<file path="src/hw/rtl/arpc_pkg.sv">
package arpc_pkg;

  localparam int TABLE_SIZE_DEF = 8;

  localparam logic [1:0] CMD_LOOKUP = 2'd0;
  localparam logic [1:0] CMD_PACKET = 2'd1;
  localparam logic [1:0] CMD_TICK   = 2'd2;

  localparam logic [1:0] ST_EMPTY    = 2'd0;
  localparam logic [1:0] ST_PENDING  = 2'd1;
  localparam logic [1:0] ST_RESOLVED = 2'd2;

  localparam logic [1:0] REG_OWN_IP   = 2'd0;
  localparam logic [1:0] REG_ENTRY_LT = 2'd1;
  localparam logic [1:0] REG_REQ_LT   = 2'd2;

  localparam logic [15:0] ENTRY_LT_RST = 16'd600;
  localparam logic [15:0] REQ_LT_RST   = 16'd10;

  typedef struct packed {
    logic [1:0]  command;
    logic [31:0] ip_addr;
    logic [47:0] mac_addr;
    logic [31:0] target_ip;
    logic [15:0] opcode;
    logic [15:0] hw_type;
    logic [15:0] proto_type;
    logic [7:0]  hw_len;
    logic [7:0]  proto_len;
    logic [15:0] pkt_len;
  } in_item_t;

  typedef struct packed {
    logic        found;
    logic [47:0] found_mac;
    logic        send_request;
    logic        send_reply;
    logic [31:0] frame_ip;
    logic [47:0] frame_mac;
  } out_item_t;

  typedef enum logic [1:0] {
    OP_LOOKUP,
    OP_INSERT,
    OP_TICK,
    OP_NONE
  } op_t;

  // classified item passed from front to back
  typedef struct packed {
    op_t         op;
    logic        reply;
    logic [31:0] ip;
    logic [47:0] mac;
  } job_t;

endpackage

</file>
<file path="src/hw/rtl/arpc_front.sv">
module arpc_front (
  input  logic              start,
  output logic              busy,
  input  arpc_pkg::in_item_t item,
  input  logic [31:0]       own_ip,
  input  logic              q_full,
  output logic              q_push,
  output arpc_pkg::job_t    q_data
);
  import arpc_pkg::*;

  logic ok;

  assign ok = (item.pkt_len >= 16'd28) && (item.hw_len == 8'd6) &&
              (item.proto_len == 8'd4) && (item.hw_type == 16'd1) &&
              (item.proto_type == 16'h0800) && (item.target_ip == own_ip) &&
              ((item.opcode == 16'd1) || (item.opcode == 16'd2));

  assign busy   = q_full;
  assign q_push = start && !busy;

  always_comb begin
    q_data.ip    = item.ip_addr;
    q_data.mac   = item.mac_addr;
    q_data.reply = 1'b0;
    case (item.command)
      CMD_LOOKUP: q_data.op = OP_LOOKUP;
      CMD_PACKET: begin
        q_data.op    = ok ? OP_INSERT : OP_NONE;
        q_data.reply = ok && (item.opcode == 16'd1);
      end
      CMD_TICK: q_data.op = OP_TICK;
      default: q_data.op = OP_NONE;
    endcase
  end
endmodule

</file>
<file path="src/hw/rtl/arpc_queue.sv">
module arpc_queue (
  input  logic           clk,
  input  logic           rst,
  input  logic           push,
  input  arpc_pkg::job_t push_data,
  output logic           full,
  input  logic           pop,
  output logic           avail,
  output arpc_pkg::job_t pop_data
);
  import arpc_pkg::*;

  job_t mem [2];
  logic wp, rp;
  logic [1:0] cnt;

  assign full     = (cnt == 2'd2);
  assign avail    = (cnt != 2'd0);
  assign pop_data = mem[rp];

  always_ff @(posedge clk) begin
    if (push) mem[wp] <= push_data;
    if (rst) begin
      wp <= 1'b0;
      rp <= 1'b0;
      cnt <= 2'd0;
    end else begin
      if (push) wp <= ~wp;
      if (pop) rp <= ~rp;
      cnt <= cnt + 2'(push) - 2'(pop);
    end
  end
endmodule

</file>
<file path="src/hw/rtl/arpc_back.sv">
module arpc_back #(
  parameter int TABLE_SIZE = arpc_pkg::TABLE_SIZE_DEF
) (
  input  logic               clk,
  input  logic               rst,
  input  logic               avail,
  input  arpc_pkg::job_t     job,
  output logic               pop,
  input  logic [15:0]        entry_lifetime,
  input  logic [15:0]        request_lifetime,
  output logic               done,
  output arpc_pkg::out_item_t result
);
  import arpc_pkg::*;

  localparam int IW = (TABLE_SIZE > 1) ? $clog2(TABLE_SIZE) : 1;
  localparam logic [IW:0] LAST = (IW + 1)'(TABLE_SIZE - 1);

  typedef enum logic [2:0] {
    S_IDLE = 3'b001,
    S_SCAN = 3'b010,
    S_DONE = 3'b100
  } state_t;

  state_t state;
  job_t   cur;
  logic [IW:0] idx;

  logic [1:0]  st  [TABLE_SIZE];
  logic [31:0] eip [TABLE_SIZE];
  logic [47:0] emac[TABLE_SIZE];
  logic [15:0] eage[TABLE_SIZE];

  logic          have_empty, have_pick;
  logic [IW-1:0] last_empty, pick;
  logic [15:0]   min_age;

  logic [IW-1:0] i;
  logic          used, hit, last, stop;
  assign i    = idx[IW-1:0];
  assign used = st[i] != ST_EMPTY;
  assign hit  = used && (eip[i] == cur.ip);
  assign last = idx == LAST;
  // matching pending or resolved entry ends a lookup or insert scan
  assign stop = hit && ((st[i] == ST_PENDING) || (st[i] == ST_RESOLVED));
  assign pop  = (state == S_IDLE) && avail;

  always_ff @(posedge clk) begin
    if (rst) begin
      state <= S_IDLE;
      done <= 1'b0;
      result <= '0;
      for (int k = 0; k < TABLE_SIZE; k++) begin
        st[k] <= ST_EMPTY;
        eip[k] <= '0;
        emac[k] <= '0;
        eage[k] <= '0;
      end
    end else begin
      done <= (state == S_DONE) || ((state == S_SCAN) && (cur.op == OP_LOOKUP) && stop);
      unique case (state)
        S_IDLE: begin
          if (avail) begin
            cur <= job;
            idx <= '0;
            have_empty <= 1'b0;
            have_pick <= 1'b0;
            last_empty <= '0;
            pick <= '0;
            min_age <= entry_lifetime;
            result <= '0;
            state <= S_SCAN;
          end
        end
        S_SCAN: begin
          idx <= idx + 1'b1;
          if (stop && cur.op == OP_LOOKUP) state <= S_IDLE;
          else if ((stop && cur.op == OP_INSERT) || last) state <= S_DONE;
          else state <= S_SCAN;
          case (cur.op)
            OP_LOOKUP: begin
              if (!used) begin
                have_empty <= 1'b1;
                last_empty <= i;
              end else if (hit && st[i] == ST_RESOLVED) begin
                eage[i] <= entry_lifetime;
                result.found <= 1'b1;
                result.found_mac <= emac[i];
              end
            end
            OP_INSERT: begin
              if (hit && st[i] == ST_PENDING) begin
                have_pick <= 1'b1;
                pick <= i;
              end else if (hit && st[i] == ST_RESOLVED) begin
                eage[i] <= entry_lifetime;
                have_pick <= 1'b0;
              end else if (eage[i] < min_age) begin
                min_age <= eage[i];
                have_pick <= 1'b1;
                pick <= i;
              end
            end
            OP_TICK: begin
              if (used) begin
                if (eage[i] != 16'd0) eage[i] <= eage[i] - 16'd1;
                else st[i] <= ST_EMPTY;
              end
            end
            default: ;
          endcase
        end
        S_DONE: begin
          state <= S_IDLE;
          case (cur.op)
            OP_LOOKUP: begin
              if (have_empty) begin
                eip[last_empty] <= cur.ip;
                st[last_empty] <= ST_PENDING;
                eage[last_empty] <= request_lifetime;
              end
              result.send_request <= 1'b1;
              result.frame_ip <= cur.ip;
            end
            OP_INSERT: begin
              if (have_pick) begin
                eage[pick] <= entry_lifetime;
                st[pick] <= ST_RESOLVED;
                eip[pick] <= cur.ip;
                emac[pick] <= cur.mac;
              end
              result.found <= 1'b1;
              if (cur.reply) begin
                result.send_reply <= 1'b1;
                result.frame_ip <= cur.ip;
                result.frame_mac <= cur.mac;
              end
            end
            default: ;
          endcase
        end
        default: state <= S_IDLE;
      endcase
    end
  end
endmodule

</file>
<file path="src/hw/rtl/arp_cache_engine.sv">
// channel  direction  handshake          payload
// cmd      in         start / busy       item (in_item_t)
// result   out        done strobe        result (out_item_t)
// cfg      in         cfg_valid/ready    cfg_index, cfg_data
// the back end handles an item in steps: pick-up, one entry per scan cycle,
// finish; a lookup or packet that matches an entry ends the scan early
// done is registered from the finish step, or from the scan of a matching lookup
// a two-entry queue lets start be taken during a scan; busy only while it is full
// synchronous reset empties all entries at once; results cannot be stalled
module arp_cache_engine #(
  parameter int TABLE_SIZE = arpc_pkg::TABLE_SIZE_DEF
) (
  input  logic                clk,
  input  logic                rst,
  input  logic                start,
  output logic                busy,
  input  arpc_pkg::in_item_t  item,
  output logic                done,
  output arpc_pkg::out_item_t result,
  input  logic                cfg_valid,
  output logic                cfg_ready,
  input  logic [1:0]          cfg_index,
  input  logic [31:0]         cfg_data
);
  import arpc_pkg::*;

  logic [31:0] own_ip;
  logic [15:0] entry_lifetime, request_lifetime;
  logic q_full, q_push, q_pop, q_avail;
  job_t q_in, q_out;

  assign cfg_ready = 1'b1;

  always_ff @(posedge clk) begin
    if (rst) begin
      own_ip <= '0;
      entry_lifetime <= ENTRY_LT_RST;
      request_lifetime <= REQ_LT_RST;
    end else if (cfg_valid) begin
      case (cfg_index)
        REG_OWN_IP:   own_ip <= cfg_data;
        REG_ENTRY_LT: entry_lifetime <= cfg_data[15:0];
        REG_REQ_LT:   request_lifetime <= cfg_data[15:0];
        default: ;
      endcase
    end
  end

  arpc_front u_front (
    .start, .busy, .item, .own_ip,
    .q_full, .q_push, .q_data(q_in)
  );

  arpc_queue u_queue (
    .clk, .rst, .push(q_push), .push_data(q_in), .full(q_full),
    .pop(q_pop), .avail(q_avail), .pop_data(q_out)
  );

  arpc_back #(.TABLE_SIZE(TABLE_SIZE)) u_back (
    .clk, .rst, .avail(q_avail), .job(q_out), .pop(q_pop),
    .entry_lifetime, .request_lifetime, .done, .result
  );
endmodule
</file>
<file path="config.mk">
export PLATFORM = sky130hd
export DESIGN_NAME = arp_cache_engine
export DESIGN_NICKNAME = d
export VERILOG_FILES = /design/src/hw/rtl/arpc_pkg.sv /design/src/hw/rtl/arpc_front.sv /design/src/hw/rtl/arpc_queue.sv /design/src/hw/rtl/arpc_back.sv /design/src/hw/rtl/arp_cache_engine.sv
export SDC_FILE = /design/constraint.sdc
export NUM_CORES = 2
export LEC_CHECK = 0
export BUFFER_PORTS_ARGS = -buffer_cell sky130_fd_sc_hd__buf_2
export CORE_ASPECT_RATIO = 0.7
export CORE_MARGIN = 2
export CORE_UTILIZATION = 43
export CTS_CLUSTER_DIAMETER = 200
export DETAILED_ROUTE_END_ITERATION = 10
export PLACE_DENSITY = 0.67
export SYNTH_ARGS = -nofsm -noshare
export SYNTH_HDL_FRONTEND = slang
export SYNTH_SLANG_ARGS = --single-unit
</file>
<file path="constraint.sdc">
create_clock -name clk -period 10.4 [get_ports clk]
set_clock_uncertainty 0.05 [all_clocks]
set_input_delay 2.08 -clock clk [delete_from_list [all_inputs] [get_ports clk]]
set_output_delay 2.08 -clock clk [all_outputs]
set_load 0.1 [all_outputs]
</file>
## Word-level counts from Yosys, hierarchy flattened

Memory sizes are Yosys's and may differ from the RTL's. A register that Yosys moved wholly into a read port is not among the register bits.
Index checks and enable logic that the tools add are counted.

| operators by class | value |
|---|---|
| add/subtract/negate cells | 4 |
| $lt $le $gt $ge | 2 |
| equal/unequal tests | 38 |
| muxes and demuxes | 116 |
| bitwise logic cells | 5 |
| reduce and logical (&&, ||, !) cells | 54 |

Operator list:

| kind | number |
|---|---|
| $pmux 82 s2 | 1 |
| $mux 16 | 10 |
| $mux 49 | 3 |
| $mux 131 | 1 |
| $mux 48 | 2 |
| $pmux 48 s2 | 1 |
| $mux 81 | 1 |
| $mux 3 | 23 |
| $eq 32x32->1 | 2 |
| $mux 32 | 2 |
| $pmux 32 s2 | 1 |
| $reduce_or 32->1 | 2 |
| $mux 1 | 57 |
| $reduce_or 16->1 | 3 |
| $reduce_or 48->1 | 1 |
| $eq 16x1->1 const B | 2 |
| $pmux 16 s2 | 1 |
| $ne 2x2->1 const B | 9 |
| $pmux 3 s2 | 3 |
| $logic_and 1x1->1 | 17 |
| $eq 16x12->1 const B | 1 |
| $eq 16x2->1 const B | 1 |
| $eq 8x3->1 const B | 2 |
| $ge 16x5->1 const B | 1 |
| other kinds (36) | 72 |

| storage, ports and cells | value |
|---|---|
| register bits after elaboration | 231 |
| memory bits (writable) | 950 |
| output and inout port bits | 134 |
| word-level logic and storage cells | 244 |
| memories kept | 5 |

Memory list:

| name | depth | width | rd ports | clocked after Yosys merged registers in | wr ports | RTL line | text |
|---|---|---|---|---|---|---|---|
| u_back.emac | 8 | 48 | 1 | 1 | 8 | arpc_back.sv:31 | `logic [47:0] emac[TABLE_SIZE];` |
| u_back.eip | 8 | 32 | 1 | 1 | 8 | arpc_back.sv:30 | `logic [31:0] eip [TABLE_SIZE];` |
| u_queue.mem | 2 | 83 | 1 | 1 | 1 | arpc_queue.sv:13 | `job_t mem [2];` |
| u_back.eage | 8 | 16 | 1 | 1 | 8 | arpc_back.sv:32 | `logic [15:0] eage[TABLE_SIZE];` |
| u_back.st | 8 | 2 | 1 | 1 | 8 | arpc_back.sv:29 | `logic [1:0] st [TABLE_SIZE];` |

## Logic depth before layout (Yosys ltp)

| depth | value |
|---|---|
| word-level depth | 15 |
| gate-level depth with buffers | 20 |

## By module

From an unflattened synthesis, not the netlist that was laid out.

| unflattened totals | value |
|---|---|
| cells, all modules | 3979 |
| area, all modules | 55941.2 µm² |

Modules (own cells, without submodules):

| module | instances | cells an instance | area each (µm²) |
|---|---|---|---|
| arpc_back | 1 | 3286 | 45459.8 |
| arpc_queue | 1 | 279 | 6557.5 |
| arp_cache_engine | 1 | 254 | 2731.4 |
| arpc_front | 1 | 160 | 1192.4 |

## Least setup slack after synthesis

OpenSTA, ideal clock, no wires.

| path | value |
|---|---|
| path type | in2reg |
| start point | input port rst |
| end point | register u_back.min_age[0], enable pin |
| data arrival time | 7074 ps |
| data required time | 9981 ps |
| slack | 2907 ps |
| cell stages on the path | 5 |
| cells stage by stage | clkbuf_1 -> nor2_1 -> nor2_1 -> nor3_1 -> a21o_1 |

| on the way | value |
|---|---|
| cells in the longest elaborated chain, start to end | 2 |

Ends and longest elaborated chain:

| what | RTL line | text |
|---|---|---|
| from (decl) | arp_cache_engine.sv:14 | `input logic rst,` |
| $not 1->1 (no source line) | n/a |  |
| $reduce_and 7->1 (no source line) | n/a |  |
| to (signal assigned) | arpc_back.sv:70 | `min_age <= entry_lifetime;` |
| to (signal assigned) | arpc_back.sv:99 | `min_age <= eage[i];` |
| to (decl) | arpc_back.sv:36 | `logic [15:0] min_age;` |

No other way between the ends.
A chain may end at the register's enable or synchronous reset.

==> results_tabular.tex <==
\begin{tabular}{lr}
\hline
Metric & Value \\
\hline
\multicolumn{2}{l}{\textbf{Yosys}} \\
Yosys Warn Count & 0 \\
Mean cell area of the mapped netlist & 14.0 um\^{}2 \\
Ys async rst share & 0\% \\
Summed instance area of the synthesized netlist & between 50000 and 60000 um\^{}2 \\
Sequential-to-total area share from yosys stat & 66.2\% \\
Top flip-flop cell by instance count after synthesis & sky130\_fd\_sc\_hd\_\_edfxtp\_1 \\
Top cells by area in the synthesized netlist & sky130\_fd\_sc\_hd\_\_edfxtp\_1, sky130\_fd\_sc\_hd\_\_dfxtp\_1, sky130\_fd\_sc\_hd\_\_mux4\_2, sky130\_fd\_sc\_hd\_\_and2\_1, sky130\_fd\_sc\_hd\_\_mux2\_2 \\
Post-synthesis net count & between 4000 and 5000 \\
Biggest area consumer among synthesized cells & sky130\_fd\_sc\_hd\_\_edfxtp\_1 \\
Synth cell types & 74 \\
Share of the synthesized area in the top cell type & between 50\% and 60\% \\
FF+latch count, synth & 1267 \\
Gate Count Post-Synth & 3877 \\
Number of enable flip-flop cells after synthesis & 1061 \\
\multicolumn{2}{l}{\textbf{Die}} \\
Standard cell core area & 126000 um\^{}2 \\
Horiz. Die Dim & $\sim$430 um \\
Top-level I/O count & around 370 \\
Initial Utilization & 43.2\% \\
Rows & 109 \\
Full die area & between 100000 and 150000 um\^{}2 \\
Vertical extent of the die & slightly above 300 um \\
\multicolumn{2}{l}{\textbf{Route}} \\
Iteration count of the initial detailed-routing pass & 8 \\
Residual DRC count & 0 \\
DRT iter0 DRCs & roughly 3400 \\
Total length of routed wires & between 100 and 150 mm \\
Antenna viol nets, final & 0 \\
Vias post-DR & 32500 \\
Routed via count divided by cell count & approximately 5.5 \\
Detail-routed net length per standard cell & 23.6 um \\
\multicolumn{2}{l}{\textbf{Finish}} \\
Layout overhead on the synthesized area & 13.6\% \\
Most common cell after layout, fill and taps aside & sky130\_fd\_sc\_hd\_\_edfxtp\_1 \\
Fraction of layout cells with a size suffix above 1 & between 20\% and 30\% \\
\# nets final & $\sim$4400 \\
Count of non-filler cells in the finished layout & $\sim$5900 \\
Top library cells by usage in the layout, fill and taps aside & sky130\_fd\_sc\_hd\_\_edfxtp\_1, sky130\_fd\_sc\_hd\_\_and2\_1, sky130\_fd\_sc\_hd\_\_nand2\_1, sky130\_fd\_sc\_hd\_\_buf\_2, sky130\_fd\_sc\_hd\_\_dfxtp\_1 \\
\multicolumn{2}{l}{\textbf{Critical path}} \\
Setup slack of the worst register-to-register path & 4130 ps \\
Crit path launch type & flop \\
Reg-to-Reg End & u\_back.eage[1][1]\$\_SDFFCE\_PN0P\_ \\
Sequence of cells on the critical path & buf\_4 > mux4\_2 > mux2i\_1 > xor2\_1 > nand4\_1 > or4\_1 > or4\_1 > nor4\_4 > o21ai\_2 > buf\_4 > nand2b\_1 \\
Critical path's top delay family & simple AND/OR/NAND/NOR gates \\
Kind of end point of the critical path & flop \\
Critical Path AT & roughly 6600 ps \\
Number of logic stages on the critical path including buffering & 11 \\
Largest stage delay on the critical path & approximately 900 ps \\
End point of the critical path & u\_back.eage[1][1]\$\_SDFFCE\_PN0P\_ \\
Largest fanout on the critical path & 56 \\
Critical path's slowest cell & sky130\_fd\_sc\_hd\_\_dfxtp\_4 \\
Count of cells along the worst register-to-register path & 11 \\
Combined buffer and inverter count along the critical path & 2 \\
Critical path type & flop to flop \\
Critical path data required time & about 11000 ps \\
\multicolumn{2}{l}{\textbf{Timing}} \\
Final count of negative-setup-slack endpoints & 0 \\
Period Utilization, post-route & 60.3\% \\
Worst relative slew slack & about a tenth \\
Number of hold violations in the final report & 0 \\
Final WS setup & 4130 ps \\
Worst slew pin tran & roughly 1400 ps \\
RSZ-0062 raised after global routing & false \\
Hold Worst Slack & $\sim$400 ps \\
Slew Limit Fails & 0 \\
Top achievable clock speed & between 150 and 200 MHz \\
Post-Route Setup TNS & 0 ps \\
Post-layout minimum cycle time & roughly 6300 ps \\
\multicolumn{2}{l}{\textbf{Clock network}} \\
Cells resized by post-CTS repair & 0 \\
Post-CTS repair timing setup buffer count & 0 \\
Clock latency on the worst-skew pair & a little under 800 ps \\
CTS Hold Bufs & 0 \\
Buffer levels on the longest clock path & 3 \\
Clock transition at the registers of the reported paths & $\sim$60 ps \\
CTS tree & done \\
Clock root buffer master & sky130\_fd\_sc\_hd\_\_clkbuf\_16 \\
Number of clock sinks & between 1000 and 1500 \\
CTS buffer count & around 120 \\
\# H-tree levels & 3 \\
\multicolumn{2}{l}{\textbf{Power and ir drop}} \\
Worst voltage drop across the vdd grid & approximately 0.15 mV \\
Cell internal pwr & between 9 and 10 mW \\
Sequential group share of total power & 47.6\% \\
Pwr per Cell Area & between 200 and 250 nW/um\^{}2 \\
Leakage power & about 23 nW \\
Clk pwr share & 33.0\% \\
Sw Pwr & about 3.9 mW \\
Share of total power consumed by net switching & between 20 and 30\% \\
Gate power share & approximately 19\% \\
\multicolumn{2}{l}{\textbf{GRT}} \\
Largest net degree at the start of global routing & 115 \\
Global-route wire length before repair & roughly 210 mm \\
Vias in the first global route & roughly 33000 \\
Antenna violations before repair & 10 \\
Overflow left after global routing & 0 \\
Global-route usage over all layers & between 20\% and 30\% \\
\multicolumn{2}{l}{\textbf{Placed design}} \\
Detailed placer's ending HPWL & between 80 and 90 mm \\
Cell count after placement & 5702 \\
Placer Congestion & about 0.83 \\
Port Buffer Count & roughly 360 \\
Post-placement setup slack & around 3300 ps \\
\multicolumn{2}{l}{\textbf{Worst hold path}} \\
Class of the tightest hold or removal check & flop to flop \\
\multicolumn{2}{l}{\textbf{Outcome}} \\
Result of the run & complete, no violations \\
\multicolumn{2}{l}{\textbf{Job}} \\
Total of max-cap violations & 0 \\
\hline
\end{tabular}
-- worst min-delay path, stage by stage (launching register included) --
cell                      delay (ps)
sky130_fd_sc_hd__dfxtp_1         300
sky130_fd_sc_hd__nand2_1          50
sky130_fd_sc_hd__a21oi_1          50
-- synth_stat cells (22+ instances only) --
cell                       instances
sky130_fd_sc_hd__edfxtp_1       1061
sky130_fd_sc_hd__and2_1          586
sky130_fd_sc_hd__nand2_1         377
sky130_fd_sc_hd__dfxtp_1         206
sky130_fd_sc_hd__nor2_1          204
sky130_fd_sc_hd__clkbuf_1        179
sky130_fd_sc_hd__mux4_2          171
sky130_fd_sc_hd__a21oi_1         157
sky130_fd_sc_hd__mux2_2          150
sky130_fd_sc_hd__mux2i_1         120
sky130_fd_sc_hd__nand3_1          88
sky130_fd_sc_hd__and3_1           69
sky130_fd_sc_hd__inv_1            50
sky130_fd_sc_hd__xnor2_1          40
sky130_fd_sc_hd__buf_2            38
sky130_fd_sc_hd__xor2_1           36
sky130_fd_sc_hd__nor3_1           26
sky130_fd_sc_hd__ha_1             23
sky130_fd_sc_hd__buf_1            22
sky130_fd_sc_hd__nor4_1           22
-- cell families after synthesis --
| family | synth area share [%] |
|---|---|
| other | 0.00689 |
| AND/OR/NAND/NOR | 14.1 |
| XOR/XNOR | 1.22 |
| flip-flops | 66.2 |
| multiplexers | 12.4 |
| AO/OA/AOI/OAI | 3.11 |
| adder cells (fa/ha/maj) | 0.529 |
| buffers and inverters | 2.44 |
-- how the worst min path moves through the flow --
stage	start	endpoint	slack, ps	cells after the start
after detailed placement	u_back.result[16]$_SDFFE_PP0P_	u_back.result[16]$_SDFFE_PP0P_	390	2
after global routing	u_back.result[35]$_SDFFE_PP0P_	u_back.result[35]$_SDFFE_PP0P_	420	2
after floorplan	request_lifetime[11]$_SDFFE_PP0P_	request_lifetime[11]$_SDFFE_PP0P_	380	2
after global placement	u_back.result[45]$_SDFFE_PP0P_	u_back.result[45]$_SDFFE_PP0P_	390	2
after CTS	u_back.result[16]$_SDFFE_PP0P_	u_back.result[16]$_SDFFE_PP0P_	400	2
final	u_back.result[12]$_SDFFE_PP0P_	u_back.result[12]$_SDFFE_PP0P_	400	2
-- stage by stage --
step | utilization, % | power [mW] | cell area (um^2)
final | 49.1 | 13.2 | 61800
after global placement | 46.0 | 8.92 | 57900
after global routing | 49.1 | 13.7 | 61800
after detailed placement | 46.0 | 8.95 | 57900
after CTS | 49.1 | 13.3 | 61800
after floorplan | - | 8.07 | 54400
-- sequential cells by signal, summed over array words and instances (netlist names), 3 cells and up, named ones only --
signal             cells
own_ip                32
u_back.eage          128
u_queue.mem          166
u_back.st             16
u_back.last_empty      3
u_back.idx             4
u_back.cur            83
u_back.pick            3
u_back.state           3
u_back.min_age        16
u_back.result        131
entry_lifetime        16
request_lifetime      16
u_back.emac          384
u_back.eip           256
-- power by group through the flow --
stage	Clock, mW	Sequential, mW	Combinational [mW]
3_3_place_gp	0	6.38	2.54
2_1_floorplan	0	6.11	1.95
4_1_cts	4.42	6.29	2.57
3_5_place_dp	0	6.40	2.56
6_report	4.35	6.28	2.57
5_1_grt	4.61	6.33	2.75
-- cell type report --
type | count | area, um^2
tap | 1665 | 2080
inverter | 51 | 191
fill | 10600 | 64100
clock buffer | 170 | 3450
antenna | 5 | 12.5
clock inverter | 56 | 479
sequential | 1267 | 36000
timing repair buffer | 429 | 2330
multi-input combinational | 2290 | 17300
-- metal layers --
metal  track usage, %  routed length (um)
met4             5.45                3260
met2             34.4               65100
met3             3.55               11000
met5                0                  13
met1             30.6               60600
Note: power is estimated with default switching activity, not from simulation.
